==> config.mk <==
export PLATFORM = sky130hd
export DESIGN_NAME = pitch_mode_note_segmenter
export DESIGN_NICKNAME = d
export VERILOG_FILES = /design/src/design/pmns_pkg.sv /design/src/design/pitch_mode_note_segmenter.sv /design/src/design/pmns_front.sv /design/src/design/pmns_div.sv /design/src/design/pmns_back.sv
export VERILOG_INCLUDE_DIRS = /design/src /design/src/design
export SDC_FILE = /design/constraint.sdc
export NUM_CORES = 2
export LEC_CHECK = 0
export ABC_AREA = 1
export BUFFER_PORTS_ARGS = -buffer_cell sky130_fd_sc_hd__buf_4
export CAP_MARGIN = 20
export CORE_MARGIN = 2
export CORE_UTILIZATION = 45
export CTS_BUF_LIST = sky130_fd_sc_hd__clkbuf_16
export DETAILED_ROUTE_END_ITERATION = 8
export GPL_ROUTABILITY_DRIVEN = 0
export HOLD_SLACK_MARGIN = 0.15
export PLACE_DENSITY = 0.59
export SLEW_MARGIN = 20
export SYNTH_ARGS = -nofsm -noshare
export SYNTH_HDL_FRONTEND = slang
export SYNTH_SLANG_ARGS = --single-unit
==> constraint.sdc <==
create_clock -name clk -period 9.7 [get_ports clk]
set_input_delay 0.485 -clock clk [delete_from_list [all_inputs] [get_ports clk]]
set_output_delay 0.485 -clock clk [all_outputs]
set_load 0.03 [all_outputs]
==> src/design/pitch_mode_note_segmenter_assert.svh <==
// Assertion macros for the note segmenter
`ifndef PITCH_MODE_NOTE_SEGMENTER_ASSERT_SVH
`define PITCH_MODE_NOTE_SEGMENTER_ASSERT_SVH
// antecedent implies consequent in the same cycle
`define PMNS_ASSERT_IMP(lbl, a, c) \
	lbl: assert property (@(posedge clk) disable iff (!arst_n) (a) |-> (c)) \
		else $error("lbl failed");
// antecedent implies consequent in the next cycle
`define PMNS_ASSERT_NXT(lbl, a, c) \
	lbl: assert property (@(posedge clk) disable iff (!arst_n) (a) |=> (c)) \
		else $error("lbl failed");
`endif

==> src/design/pmns_pkg.sv <==
package pmns_pkg;
	localparam int WINDOW_MAX = 16;
	localparam int NOTE_COUNT = 128;
	localparam int SLOT_W = $clog2(WINDOW_MAX);
	localparam int CNT_W = $clog2(WINDOW_MAX + 1);
	localparam logic [15:0] COUNT_SAT = 16'hFFFF;
	localparam logic signed [23:0] SENTINEL_MEAN = 24'sd1048320;
	localparam logic signed [8:0] NOTE_NONE = -9'sd1;
	localparam logic [4:0] WINDOW_RESET = 5'd10;

	typedef struct packed {
		logic [8:0] note_index;
		logic [23:0] deviation;
	} item_t;

	typedef struct packed {
		logic [8:0] ended_note;
		logic [8:0] new_note;
		logic [15:0] run_length;
		logic [15:0] matched_count;
		logic [23:0] max_neg_dev;
		logic [22:0] max_pos_dev;
		logic [23:0] mean_neg_dev;
		logic [23:0] mean_pos_dev;
	} result_t;

	typedef enum logic [2:0] {
		ST_IDLE, ST_OUTER, ST_INNER, ST_DECIDE, ST_DIV, ST_EMIT
	} state_t;
endpackage

==> src/design/pitch_mode_note_segmenter.sv <==
// Pitch mode note segmenter. Each valid beat on s_axis (note index in range
// 0..127) is written to a ring of window_size slots and a mode vote walks the
// slots with a pair of slot counters, one comparison a cycle. When the winner
// changes, a restoring divider runs twice for the two means (skipped when no
// beat matched, which gives sentinel means) and one event beat leaves on m_axis.
// Out-of-range indices are dropped in the front queue at one beat a cycle while
// it is not full. The front holds two items, so input keeps flowing while the
// vote runs, and the result register lets the next item start while an event
// waits. Register window_size sits at byte address 0; write it only while idle.
module pitch_mode_note_segmenter (
	input  logic clk,
	input  logic arst_n,
	input  logic s_axis_tvalid,
	output logic s_axis_tready,
	input  logic [39:0] s_axis_tdata, // note_index[8:0], deviation[32:9], zero pad
	output logic m_axis_tvalid,
	input  logic m_axis_tready,
	output logic [151:0] m_axis_tdata, // ended_note, new_note, run_length,
	// matched_count, max_neg_dev, max_pos_dev, mean_neg_dev, mean_pos_dev, pad
	input  logic psel,
	input  logic penable,
	input  logic pwrite,
	input  logic [1:0] paddr,
	input  logic [31:0] pwdata,
	output logic [31:0] prdata,
	output logic pready
);
	`include "pitch_mode_note_segmenter_assert.svh"

	logic [4:0] window_q;
	logic q_valid, q_ready, busy;
	pmns_pkg::item_t q_item;
	pmns_pkg::result_t r;

	assign pready = 1'b1;
	assign prdata = (paddr == 2'd0) ? {27'd0, window_q} : 32'd0;

	// hold window size; write on the access phase
	always_ff @(posedge clk or negedge arst_n) begin
		if (!arst_n) window_q <= pmns_pkg::WINDOW_RESET;
		else if (psel && penable && pwrite && paddr == 2'd0) window_q <= pwdata[4:0];
	end

	pmns_front u_front (
		.clk(clk), .arst_n(arst_n), .in_valid(s_axis_tvalid), .in_ready(s_axis_tready),
		.in_note(s_axis_tdata[8:0]), .in_dev(s_axis_tdata[32:9]),
		.q_valid(q_valid), .q_ready(q_ready), .q_item(q_item)
	);

	pmns_back u_back (
		.clk(clk), .arst_n(arst_n), .window_size(window_q), .q_valid(q_valid),
		.q_ready(q_ready), .q_item(q_item), .res_valid(m_axis_tvalid),
		.res_ready(m_axis_tready), .res(r), .busy(busy)
	);

	assign m_axis_tdata = {7'd0, r.mean_pos_dev, r.mean_neg_dev, r.max_pos_dev,
		r.max_neg_dev, r.matched_count, r.run_length, r.new_note, r.ended_note};

	// an event always names a different note than it ends
	`PMNS_ASSERT_IMP(a_event_changes, m_axis_tvalid, m_axis_tdata[8:0] != m_axis_tdata[17:9])
	// a waiting event holds until taken
	`PMNS_ASSERT_NXT(a_event_holds, m_axis_tvalid && !m_axis_tready,
		m_axis_tvalid && $stable(m_axis_tdata))
	// when idle with the queue empty, the back end is not busy or holds an event
	`PMNS_ASSERT_IMP(a_take_only_valid, q_ready && !q_valid, !busy || m_axis_tvalid)
endmodule

==> src/design/pmns_front.sv <==
module pmns_front (
	input  logic clk,
	input  logic arst_n,
	input  logic in_valid,
	output logic in_ready,
	input  logic [8:0] in_note,
	input  logic [23:0] in_dev,
	output logic q_valid,
	input  logic q_ready,
	output pmns_pkg::item_t q_item
);
	// two-entry queue of valid items; invalid indices dropped here
	pmns_pkg::item_t mem_q [2];
	logic wp_q, rp_q;
	logic [1:0] cnt_q;
	logic ok, push, pop;

	assign ok = !in_note[8] && ({23'd0, in_note} < 32'(pmns_pkg::NOTE_COUNT));
	assign in_ready = cnt_q != 2'd2;
	assign push = in_valid && in_ready && ok;
	assign q_valid = cnt_q != 2'd0;
	assign pop = q_valid && q_ready;
	assign q_item = mem_q[rp_q];

	always_ff @(posedge clk) begin
		if (push) begin
			mem_q[wp_q] <= '{note_index: in_note, deviation: in_dev};
		end
	end

	always_ff @(posedge clk or negedge arst_n) begin
		if (!arst_n) begin
			wp_q <= 1'b0;
			rp_q <= 1'b0;
			cnt_q <= 2'd0;
		end else begin
			if (push) wp_q <= !wp_q;
			if (pop) rp_q <= !rp_q;
			cnt_q <= cnt_q + 2'(push) - 2'(pop);
		end
	end
endmodule

==> src/design/pmns_div.sv <==
module pmns_div (
	input  logic clk,
	input  logic arst_n,
	input  logic start,
	input  logic [39:0] dividend,
	input  logic [15:0] divisor,
	output logic busy,
	output logic [39:0] quotient
);
	// restoring divider, one quotient bit a cycle
	logic [39:0] q_q;
	logic [16:0] r_q;
	logic [5:0] n_q;
	logic [16:0] trial;

	assign trial = {r_q[15:0], q_q[39]} - {1'b0, divisor};
	assign busy = n_q != 6'd0;
	assign quotient = q_q;

	always_ff @(posedge clk or negedge arst_n) begin
		if (!arst_n) begin
			n_q <= 6'd0;
		end else if (start) begin
			n_q <= 6'd40;
		end else if (busy) begin
			n_q <= n_q - 6'd1;
		end
	end

	always_ff @(posedge clk) begin
		if (start) begin
			q_q <= dividend;
			r_q <= '0;
		end else if (busy) begin
			if (!trial[16]) begin
				r_q <= trial;
				q_q <= {q_q[38:0], 1'b1};
			end else begin
				r_q <= {r_q[15:0], q_q[39]};
				q_q <= {q_q[38:0], 1'b0};
			end
		end
	end
endmodule

==> src/design/pmns_back.sv <==
module pmns_back (
	input  logic clk,
	input  logic arst_n,
	input  logic [4:0] window_size,
	input  logic q_valid,
	output logic q_ready,
	input  pmns_pkg::item_t q_item,
	output logic res_valid,
	input  logic res_ready,
	output pmns_pkg::result_t res,
	output logic busy
);
	localparam int SW = pmns_pkg::SLOT_W;
	localparam int CW = pmns_pkg::CNT_W;

	pmns_pkg::state_t st_q, st_d;
	logic [8:0] ring_q [pmns_pkg::WINDOW_MAX];
	logic [pmns_pkg::WINDOW_MAX-1:0] rvalid_q;
	logic [SW-1:0] wslot_q;
	logic [CW-1:0] size;
	logic [SW-1:0] i_q, j_q;
	logic [CW-1:0] c_q, best_c_q;
	logic [8:0] best_q;
	pmns_pkg::item_t it_q;
	logic [8:0] held_q;
	logic [15:0] run_q, match_q;
	logic signed [23:0] pmax_q, nmax_q;
	logic signed [39:0] psum_q, nsum_q;
	logic div_phase_q; // 0: neg sum, 1: pos sum
	logic signed [23:0] mneg_q;
	logic res_v_q;
	pmns_pkg::result_t res_q;
	logic div_start, div_busy;
	logic [39:0] div_in, div_out;
	logic [39:0] nmag;
	logic [CW-1:0] c_inc;
	logic last_j, last_i, win_diff;
	logic signed [23:0] dev_s;
	logic signed [39:0] q_signed;

	// v mod sz for a small v, by shifted compare and subtract
	function automatic logic [SW-1:0] wrap_slot(input logic [CW-1:0] v, input logic [CW-1:0] sz);
		logic [CW+SW-1:0] r;
		logic [CW+SW-1:0] d;
		r = (CW+SW)'(v);
		for (int k = SW; k >= 0; k--) begin
			d = (CW+SW)'(sz) << k;
			if (r >= d) r = r - d;
		end
		return r[SW-1:0];
	endfunction

	always_comb begin
		if (window_size == 5'd0) size = CW'(1);
		else if (32'(window_size) > pmns_pkg::WINDOW_MAX) size = CW'(pmns_pkg::WINDOW_MAX);
		else size = CW'(window_size);
	end

	assign c_inc = (rvalid_q[j_q] && ring_q[j_q] == ring_q[i_q]) ? c_q + CW'(1) : c_q;
	assign last_j = j_q == i_q;
	assign last_i = {1'b0, i_q} == size - CW'(1);
	assign win_diff = best_q != held_q;
	assign dev_s = it_q.deviation;
	assign nmag = -nsum_q;
	assign div_in = (st_q == pmns_pkg::ST_DECIDE) ? nmag : psum_q;
	assign q_signed = div_out;

	pmns_div u_div (
		.clk(clk), .arst_n(arst_n), .start(div_start), .dividend(div_in),
		.divisor(match_q), .busy(div_busy), .quotient(div_out)
	);

	always_comb begin
		st_d = st_q;
		case (st_q)
			pmns_pkg::ST_IDLE: if (q_valid) st_d = pmns_pkg::ST_OUTER;
			pmns_pkg::ST_OUTER: st_d = rvalid_q[i_q] ? pmns_pkg::ST_INNER
				: (last_i ? pmns_pkg::ST_DECIDE : pmns_pkg::ST_OUTER);
			pmns_pkg::ST_INNER: if (last_j) st_d = last_i ? pmns_pkg::ST_DECIDE
				: pmns_pkg::ST_OUTER;
			pmns_pkg::ST_DECIDE: if (!win_diff) st_d = pmns_pkg::ST_IDLE;
				else if (match_q == 16'd0) st_d = pmns_pkg::ST_EMIT;
				else if (!res_v_q) st_d = pmns_pkg::ST_DIV;
			pmns_pkg::ST_DIV: if (!div_busy && div_phase_q) st_d = pmns_pkg::ST_EMIT;
			pmns_pkg::ST_EMIT: if (!res_v_q) st_d = pmns_pkg::ST_IDLE;
			default: st_d = pmns_pkg::ST_IDLE;
		endcase
	end

	always_comb begin
		q_ready = st_q == pmns_pkg::ST_IDLE;
		div_start = (st_q == pmns_pkg::ST_DECIDE && st_d == pmns_pkg::ST_DIV)
			|| (st_q == pmns_pkg::ST_DIV && !div_busy && !div_phase_q);
		busy = st_q != pmns_pkg::ST_IDLE || res_v_q;
	end

	assign res_valid = res_v_q;
	assign res = res_q;

	always_ff @(posedge clk) begin
		if (st_q == pmns_pkg::ST_IDLE && q_valid) begin
			ring_q[wslot_q] <= q_item.note_index;
			it_q <= q_item;
		end
		if (st_q == pmns_pkg::ST_DIV && !div_busy && !div_phase_q) begin
			mneg_q <= -(div_out[23:0]);
		end
	end

	always_ff @(posedge clk or negedge arst_n) begin
		if (!arst_n) begin
			st_q <= pmns_pkg::ST_IDLE;
			rvalid_q <= '0;
			wslot_q <= '0;
			held_q <= pmns_pkg::NOTE_NONE;
			run_q <= '0; match_q <= '0;
			pmax_q <= '0; nmax_q <= '0; psum_q <= '0; nsum_q <= '0;
			i_q <= '0; j_q <= '0; c_q <= '0; best_c_q <= '0;
			best_q <= pmns_pkg::NOTE_NONE;
			div_phase_q <= 1'b0;
			res_v_q <= 1'b0;
			res_q <= '0;
		end else begin
			st_q <= st_d;
			if (res_v_q && res_ready) res_v_q <= 1'b0;
			case (st_q)
				pmns_pkg::ST_IDLE: if (q_valid) begin
					rvalid_q[wslot_q] <= 1'b1;
					wslot_q <= wrap_slot({1'b0, wslot_q} + CW'(1), size);
					i_q <= '0; j_q <= '0; c_q <= '0; best_c_q <= '0;
					best_q <= pmns_pkg::NOTE_NONE;
				end
				pmns_pkg::ST_OUTER: begin
					j_q <= '0; c_q <= '0;
					if (!rvalid_q[i_q] && !last_i) i_q <= i_q + SW'(1);
				end
				pmns_pkg::ST_INNER: begin
					c_q <= c_inc;
					j_q <= j_q + SW'(1);
					if (last_j) begin
						if (c_inc > best_c_q) begin
							best_c_q <= c_inc;
							best_q <= ring_q[i_q];
						end
						if (!last_i) i_q <= i_q + SW'(1);
					end
				end
				pmns_pkg::ST_DECIDE: if (!win_diff) begin
					if (run_q != pmns_pkg::COUNT_SAT) run_q <= run_q + 16'd1;
					if (it_q.note_index == best_q) begin
						if (dev_s > 24'sd0) begin
							if (dev_s > pmax_q) pmax_q <= dev_s;
							if (match_q != pmns_pkg::COUNT_SAT) psum_q <= psum_q + 40'(dev_s);
						end else begin
							if (dev_s < nmax_q) nmax_q <= dev_s;
							if (match_q != pmns_pkg::COUNT_SAT) nsum_q <= nsum_q + 40'(dev_s);
						end
						if (match_q != pmns_pkg::COUNT_SAT) match_q <= match_q + 16'd1;
					end
				end else begin
					div_phase_q <= 1'b0;
				end
				pmns_pkg::ST_DIV: if (!div_busy && !div_phase_q) div_phase_q <= 1'b1;
				pmns_pkg::ST_EMIT: if (!res_v_q) begin
					res_v_q <= 1'b1;
					res_q.ended_note <= held_q;
					res_q.new_note <= best_q;
					res_q.run_length <= run_q;
					res_q.matched_count <= match_q;
					res_q.max_neg_dev <= nmax_q;
					res_q.max_pos_dev <= pmax_q[22:0];
					res_q.mean_neg_dev <= (match_q == 16'd0) ? -pmns_pkg::SENTINEL_MEAN : mneg_q;
					res_q.mean_pos_dev <= (match_q == 16'd0) ? pmns_pkg::SENTINEL_MEAN
						: q_signed[23:0];
					held_q <= best_q;
					run_q <= '0; match_q <= '0;
					pmax_q <= '0; nmax_q <= '0; psum_q <= '0; nsum_q <= '0;
				end
				default: ;
			endcase
		end
	end
endmodule

== Word-level counts from Yosys, hierarchy flattened ==
Memory sizes are Yosys's and may differ from the RTL's.
Cells that the tools add are included.

* Register bits: 494
* Latch bits: 0
* Bits in writable memories: 210
* ROM bits: 0
* Bits of input ports: 81
* Output and inout bits: 187
* Word-level logic and storage cells: 248
* Memories kept: 2

{| class="wikitable"
|+ Memory list
! memory !! depth !! bits a word !! rd ports !! clocked after Yosys merged registers in !! wr ports !! line !! RTL
|-
| u_back.ring_q || 16 || 9 || 2 || 0 || 1 || pmns_back.sv:17 || <nowiki>logic [8:0] ring_q [pmns_pkg::WINDOW_MAX];</nowiki>
|-
| u_front.mem_q || 2 || 33 || 1 || 0 || 1 || pmns_front.sv:13 || <nowiki>pmns_pkg::item_t mem_q [2];</nowiki>
|}

* Add/sub/neg operators: 20
* Multiply operators: 0
* Divide/modulo/power cells: 0
* $lt $le $gt $ge: 15
* Equal/unequal tests: 30
* Shift operators: 0
* Muxes and demuxes: 97
* Bitwise logic cells: 2
* Reduce and logical (&&, ||, !) cells: 47

{| class="wikitable"
|+ Operators with widths
! kind !! number
|-
| 40-bit two-way mux || 12
|-
| 24-bit two-way mux || 11
|-
| 40-bit case mux with 2 select lines || 2
|-
| 9-bit two-way mux || 15
|-
| 16-bit two-way mux || 7
|-
| 24-bit case mux with 2 select lines || 2
|-
| 40-bit by 24-bit adder with 40-bit output || 2
|-
| 16-bit case mux with 2 select lines || 2
|-
| 40-bit negator || 1
|-
| 5-bit two-way mux || 7
|-
| 16-bit by 1-bit adder with 16-bit output, second input constant || 2
|-
| 16-bit inequality test, second input constant || 2
|-
| 24-bit by 1-bit > comparator with 1-bit output, second input constant || 1
|-
| 24-bit > comparator || 1
|-
| 24-bit < comparator || 1
|-
| 3-bit two-way mux || 8
|-
| 2-bit inequality test, second input constant || 12
|-
| 24-bit negator || 1
|-
| 4-bit case mux with 3 select lines || 2
|-
| 6-bit AND reduction || 4
|-
| 4-bit two-way mux || 5
|-
| 9-bit == test || 2
|-
| 3-bit case mux with 6 select lines || 1
|-
| 9-bit case mux with 2 select lines || 1
|-
| other kinds (54) || 107
|}

== Depth between registers and ports, before layout ==
* Depth after elaboration: 21
* Depth in mapped cells: 53
* Gate-level depth less buffers: 53

== Modules after synthesis ==
Synthesis repeated with hierarchy kept, for this count alone.

* Cell total of the unflattened synthesis: 4836
* Area total of the unflattened synthesis: 40860.4 um2

{| class="wikitable"
|+ By module, submodules not included
! module !! times used !! cells each !! area each (um2) !! seq. area each (um2)
|-
| pmns_back || 1 || 3973 || 33180.6 || 15217.1
|-
| pmns_div || 1 || 584 || 4113.9 || 1671.6
|-
| pmns_front || 1 || 206 || 3020.4 || 2082.0
|-
| pitch_mode_note_segmenter || 1 || 73 || 545.5 || 127.6
|}

== Worst setup path before layout ==
OpenSTA, ideal clock, no wires.

* Path type: reg-to-reg
* Start: register window_q[1]
* End: register u_back.wslot_q[0]
* Setup time: 0.126 ns
* Arrival: 7.178 ns
* Required time: 9.574 ns
* Path slack: 2.397 ns
* Cell stages (with the launch flop): 50
* Buffers on the path: 0
* Clock period less this slack: 7.303 ns
* Cells stage by stage: dfstp_2 > nor2_1 > nand2_1 > nor2_1 > o21ai_0 > inv_1 > ha_1 > inv_1 > nor2_1 > nand4_1 > nand2_1 > o21ai_0 > fa_1 > nand3_1 > nand2_1 > nand2_1 > nand3b_1 > inv_1 > (+14 left out) > nand2_1 > nand4_1 > nor2_2 > o21a_1 > inv_1 > ha_1 > a21oi_1 > o21ai_0 > nand2_1 > nand3b_1 > a21oi_1 > nand2_1 > a21oi_1 > nand3_1 > nor2_2 > nand2_1 > nand3_1 > nand2_1

* Longest elaborated chain between the ends: 21
* Elaborated cells on any way between the ends: 27
* Those cells by class: add/sub: 5; order compare: 6; mux: 15; reduce/logical: 1

{| class="wikitable"
|+ Ends and longest elaborated chain
! element !! line !! RTL
|-
| from (decl) || pitch_mode_note_segmenter.sv:30 || <nowiki>logic [4:0] window_q;</nowiki>
|-
| from (signal assigned) || pitch_mode_note_segmenter.sv:40 || <nowiki>if (!arst_n) window_q <= pmns_pkg::WINDOW_RESET;</nowiki>
|-
| from (signal assigned) || pitch_mode_note_segmenter.sv:41 || <nowiki>else if (psel && penable && pwrite && paddr == 2'd0) window_q <= pwdata[4:0];</nowiki>
|-
| 5-bit > comparator || pmns_back.sv:55 || <nowiki>else if (32'(window_size) > pmns_pkg::WINDOW_MAX) size = CW'(pmns_pkg::WINDOW_MAX);</nowiki>
|-
| 5-bit two-way mux || pmns_back.sv:55 ||
|-
| 5-bit two-way mux * || pmns_back.sv:54 || <nowiki>if (window_size == 5'd0) size = CW'(1);</nowiki>
|-
| 5-bit by 9-bit subtractor with 9-bit output or 5-bit by 9-bit greater-or-equal comparator with 1-bit output (tied branches) || pmns_back.sv:48 || <nowiki>if (r >= d) r = r - d;</nowiki>
|-
| 9-bit two-way mux || pmns_back.sv:48 ||
|-
| 9-bit two-way mux || pmns_back.sv:127 || <nowiki>pmns_pkg::ST_IDLE: if (q_valid) begin</nowiki>
|-
| 9-bit two-way mux || pmns_back.sv:126 || <nowiki>case (st_q)</nowiki>
|-
| 9-bit by 8-bit subtractor with 9-bit output or 9-bit by 8-bit greater-or-equal comparator with 1-bit output (tied branches) || pmns_back.sv:48 ||
|-
| (+5 left out) || - ||
|-
| 9-bit two-way mux || pmns_back.sv:127 ||
|-
| 9-bit two-way mux || pmns_back.sv:126 ||
|-
| 9-bit by 6-bit subtractor with 9-bit output or 9-bit by 6-bit greater-or-equal comparator with 1-bit output (tied branches) || pmns_back.sv:48 ||
|-
| 9-bit two-way mux || pmns_back.sv:48 ||
|-
| 9-bit two-way mux || pmns_back.sv:127 ||
|-
| 9-bit two-way mux || pmns_back.sv:126 ||
|-
| 9-bit by 5-bit greater-or-equal comparator with 1-bit output or 4-bit subtractor (tied branches) || pmns_back.sv:48 ||
|-
| 4-bit two-way mux * || pmns_back.sv:48 ||
|-
| to (signal assigned) || pmns_back.sv:129 || <nowiki>wslot_q <= wrap_slot({1'b0, wslot_q} + CW'(1), size);</nowiki>
|-
| to (decl) || pmns_back.sv:19 || <nowiki>logic [SW-1:0] wslot_q;</nowiki>
|}

Mark *: on every way between the ends. The rest lies on a longest branch, timed or not. The select of a mux whose other input is x is not followed.
A chain may end at the register's enable or synchronous reset.

== Worst setup path in the final report ==
* Start: register window_q[4]
* End: register u_back.wslot_q[2]

The elaborated chain is that of the path after synthesis.

==> reports/results.txt <==
The run finished with clean final reports. The clock power share was 18.5%. After detailed routing, the average wire length per cell comes to 18.8 um. The layout has 8097 filler cells.

The H-tree was split into 3 levels. The total power per unit cell area was 366 nW/um2; the number of buffers inserted by port buffering was 198. For the worst setup path, the data required time is 10.21 ns. The maximum frequency from static timing analysis was 117 MHz; the initial antenna violation count was 3. In this run the most critical hold path is launched from paddr[0]. Count of pins over their slew limit: 0. The largest single stage delay on the critical path is 0.48 ns. VDD sags by at most 0.252 mV.

The run gives 0 as the number of routed nets with antenna violations. The tools report the source of the critical timing path as window_q[4]. The clock arrives with 0.0336 ns of skew. Pin placement for this block handled 268 I/O pins.

Total clock sinks: 704. Via count of the first global-routing pass: 30.1k. Cells with a size suffix above 1 make up 9.89% of the layout.

For the synthesis warning total, the log shows 0. The first global-routing pass estimated 172000 um of wire. The die is 297 um tall. Yosys mapped a number of flops with a built-in enable equal to 307. Setup repair after global routing left no endpoint under its margin.

The data arrival time of the worst path is 9.06 ns, and the total track usage is 24.5%. Total power for the finished layout comes to 16.1 mW. Dividing the final minimum period by the clock period gives 88.2%. In this run switching power makes up 46.6% of total power.

TritonCTS built the clock tree. In this run, CTS created clock tree buffers numbering 80. At the pin with the least slew margin, the transition time is 1.12 ns. The dominant register cell in the synthesized netlist is dfrtp_1. From left edge to right edge, the die measures 297 um.

The repair_antennas step left the layout with diodes totalling 0. The clock-pin slew on the worst setup and hold paths is 0.06 ns. The flip-flop and latch count after synthesis is 704, and the switching component of the power is 7.52 mW. The total overflow left after global routing is 0. The tool flagged a number of max-cap violations equal to 0. Counting along the longest clock path gives a buffer depth of 3.

The tools report the area of the die as 88200 um2. Summed over all cells, the static leakage comes to 19.6 nW. The start of the worst register-to-register path is window_q[4]. The worst slew margin relative to its limit came out at 25.4%. The proportion of power drawn by combinational gates was 50.1%; the area of the placeable core was 85100 um2. Share of flip-flops with an asynchronous set or reset after synthesis: 54.1%.

The count of endpoints failing hold in the final timing report came out at 0. For the number of nets in the finished design, the log shows 4929. Post-route minimum period: 8.55 ns. Cell at the root of the clock tree: clkbuf_16. The routed wire length is 110000 um. The slowest stage of the critical path is the fa_1 cell. In the routed design, unresolved DRC markers number 0.

The startpoint-to-endpoint class of the critical path is reg2reg. Clock insertion delay at the later pin of the skew report: 0.65 ns. The worst setup path is captured at a flop. The worst setup path is launched from a flop.

The mean instance size in the synthesized netlist works out to 8.66 um2. The internal power of the cells totals 8.60 mW. The min-delay analysis places its worst path in the category in2reg. The run gives 2491 as the violation count after the first detailed-routing iteration.

Adding up every negative setup slack in the final design gives 0 ns. The half-perimeter wire length after placement was 77000 um. Compared with the post-synthesis result, the final layout area differs by 14.0%. In this run, distinct cell masters in the synthesized netlist total 70. The detailed router placed 32.0k vias in this run.

The cell area that synthesis handed to floorplanning was 38600 um2. The worst-path maximum fanout was 13. Sequential cells were found to cover 49.4% of the synthesized design area. For this configuration, the core starts out at a cell density of 45.4%.

Entering global routing, the biggest net connects 156 pins. The post-CTS setup buffer count is 0, and the per-cell via count in the routed design is 5.45. For this run, the detailed router's first-pass iteration total came to 6.

The gate count of the mapped netlist is 4462. The number of failing setup endpoints in the final timing report is 0, and the share of power burned in registers is 31.4%. The run gives 107 as the total number of placement rows.
[power groups by stage]
stage / sequential (mW) / clock, mW / combinational, mW
6_report: 5.06 / 2.98 / 8.07
5_1_grt: 5.16 / 3.15 / 9.08
4_1_cts: 5.04 / 3.03 / 8.03
3_5_place_dp: 5.09 / 0 / 7.98
3_3_place_gp: 5.08 / 0 / 7.88
2_1_floorplan: 5.15 / 0 / 5.49
[registers in the layout, summed over array words and instances, names as in the netlist, 5 cells and up]
signal,cells
u_back.best_c_q,5
u_back.best_q,9
u_back.c_q,5
u_back.dev_s,24
u_back.held_q,9
u_back.it_q,9
u_back.match_q,16
u_back.mneg_q,24
u_back.nmax_q,24
u_back.nsum_q,40
u_back.pmax_q,24
u_back.psum_q,40
u_back.res,145
u_back.ring_q,144
u_back.run_q,16
u_back.rvalid_q,16
u_back.u_div.n_q,6
u_back.u_div.quotient,40
u_back.u_div.r_q,16
u_front.mem_q,66
window_q,5
[critical path: cells and delay by family, from the launching register on]
| kind | cells | cell delay [ns] |
|---|---|---|
| buf+inv | 5 | 0.81 |
| fa+ha+maj | 5 | 1.93 |
| flops | 1 | 0.41 |
| mux | 1 | 0.31 |
| simple gates | 22 | 2.60 |
| compound gates | 14 | 2.36 |
[per-layer routing]
metal,track usage [%],vias up,part of all wire (%)
met2,37.3,899,44
met5,0,-,0
met4,6.33,0,2.0
li1,-,15586,-
met3,3.67,150,6.4
met1,36.6,15323,48
[metrics by stage]
stage          area [um2]  instances  util (%)  hold slack [ns]  setup WS (ns)
2_1_floorplan       38800       4495         -            0.189           2.40
3_3_place_gp        41100       5677      48.2            0.450           1.36
3_5_place_dp        41100       5678      48.2            0.451           1.11
4_1_cts             44000       5868      51.7            0.317           1.05
5_1_grt             44000       5868      51.7            0.378         0.0477
6_report            44000       5868      51.7            0.335           1.15
[repair_timing]
item                       4_1_cts  5_1_grt
setup endpoints to repair        0        4
gates resized for setup          0        1
hold endpoints to repair       127        0
hold buffers                    40        0
[worst paths after layout]
| kind | slack (ns) | to | depth (start not counted) |
|---|---|---|---|
| hold reg to reg | 0.47 | u_back.res[28] | 2 |
| min in group asynchronous | 0.37 | u_back.run_q[5] | 2 |
| max in group asynchronous | 7.36 | u_back.pmax_q[11] | 4 |
| hold / removal | 0.33 | window_q[1] | 4 |
| setup / recovery | 1.15 | u_back.wslot_q[2] | 47 |
| setup reg to reg | 1.15 | u_back.wslot_q[2] | 47 |
[cells in the mapped netlist (23+ instances only)]
cell	number	share of area (%)
nand2_1	962	9.3
o21ai_0	542	7.0
inv_1	422	4.1
dfrtp_1	361	23
a21oi_1	341	4.4
nor2_1	338	3.3
edfxtp_1	307	24
ha_1	185	6.0
nand3_1	170	2.2
clkbuf_1	114	1.1
xor2_1	100	2.3
nor3_1	50	0.65
o211ai_1	47	0.91
buf_4	44	0.86
nand4_1	40	0.65
o22ai_1	37	0.60
buf_2	35	0.45
nor4_1	29	0.47
xnor2_1	29	0.66
a31oi_1	28	0.45
o221ai_1	23	0.52
[placed cells by master, fill, tap and decap left out, types with 37 or more instances in the layout]
cell / Yosys / final
dlygate4sd3_1: 0 / 40
o211ai_1: 47 / 47
o22ai_1: 37 / 37
nand4_1: 40 / 40
nor3_1: 50 / 50
edfxtp_1: 307 / 307
inv_1: 422 / 442
buf_4: 44 / 237
nor2_1: 338 / 330
a21oi_1: 341 / 341
xor2_1: 100 / 100
dfrtp_1: 361 / 357
nand2_1: 962 / 961
ha_1: 185 / 185
o21ai_0: 542 / 541
nand3_1: 170 / 170
clkbuf_16: 0 / 84
[kinds of logic (layout without fill, tap and decap cells)]
family,Yosys count,count (layout),synth area share [%]
DFF,704,704,49.4
and+or+nand+nor,1668,1668,18.3
buffers and inverters,643,872,6.87
other,2,35,0.0194
adders and majority gates,192,192,6.36
muxes,1,1,0.0291
xor gates and xnor gates,129,129,2.92
AOI/OAI and AO/OA,1123,1123,16.1
[final cells by class]
type	instances	area [um2]	area share [%]
Sequential cell	704	19100	43.4
Multi-Input combinational cell	3148	17000	38.7
Timing Repair Buffer	280	2230	5.05
Clock buffer	84	2100	4.77
Inverter	442	1660	3.78
Tap cell	1144	1430	3.25
Clock inverter	66	468	1.06
(Power assumes the default switching activity.)
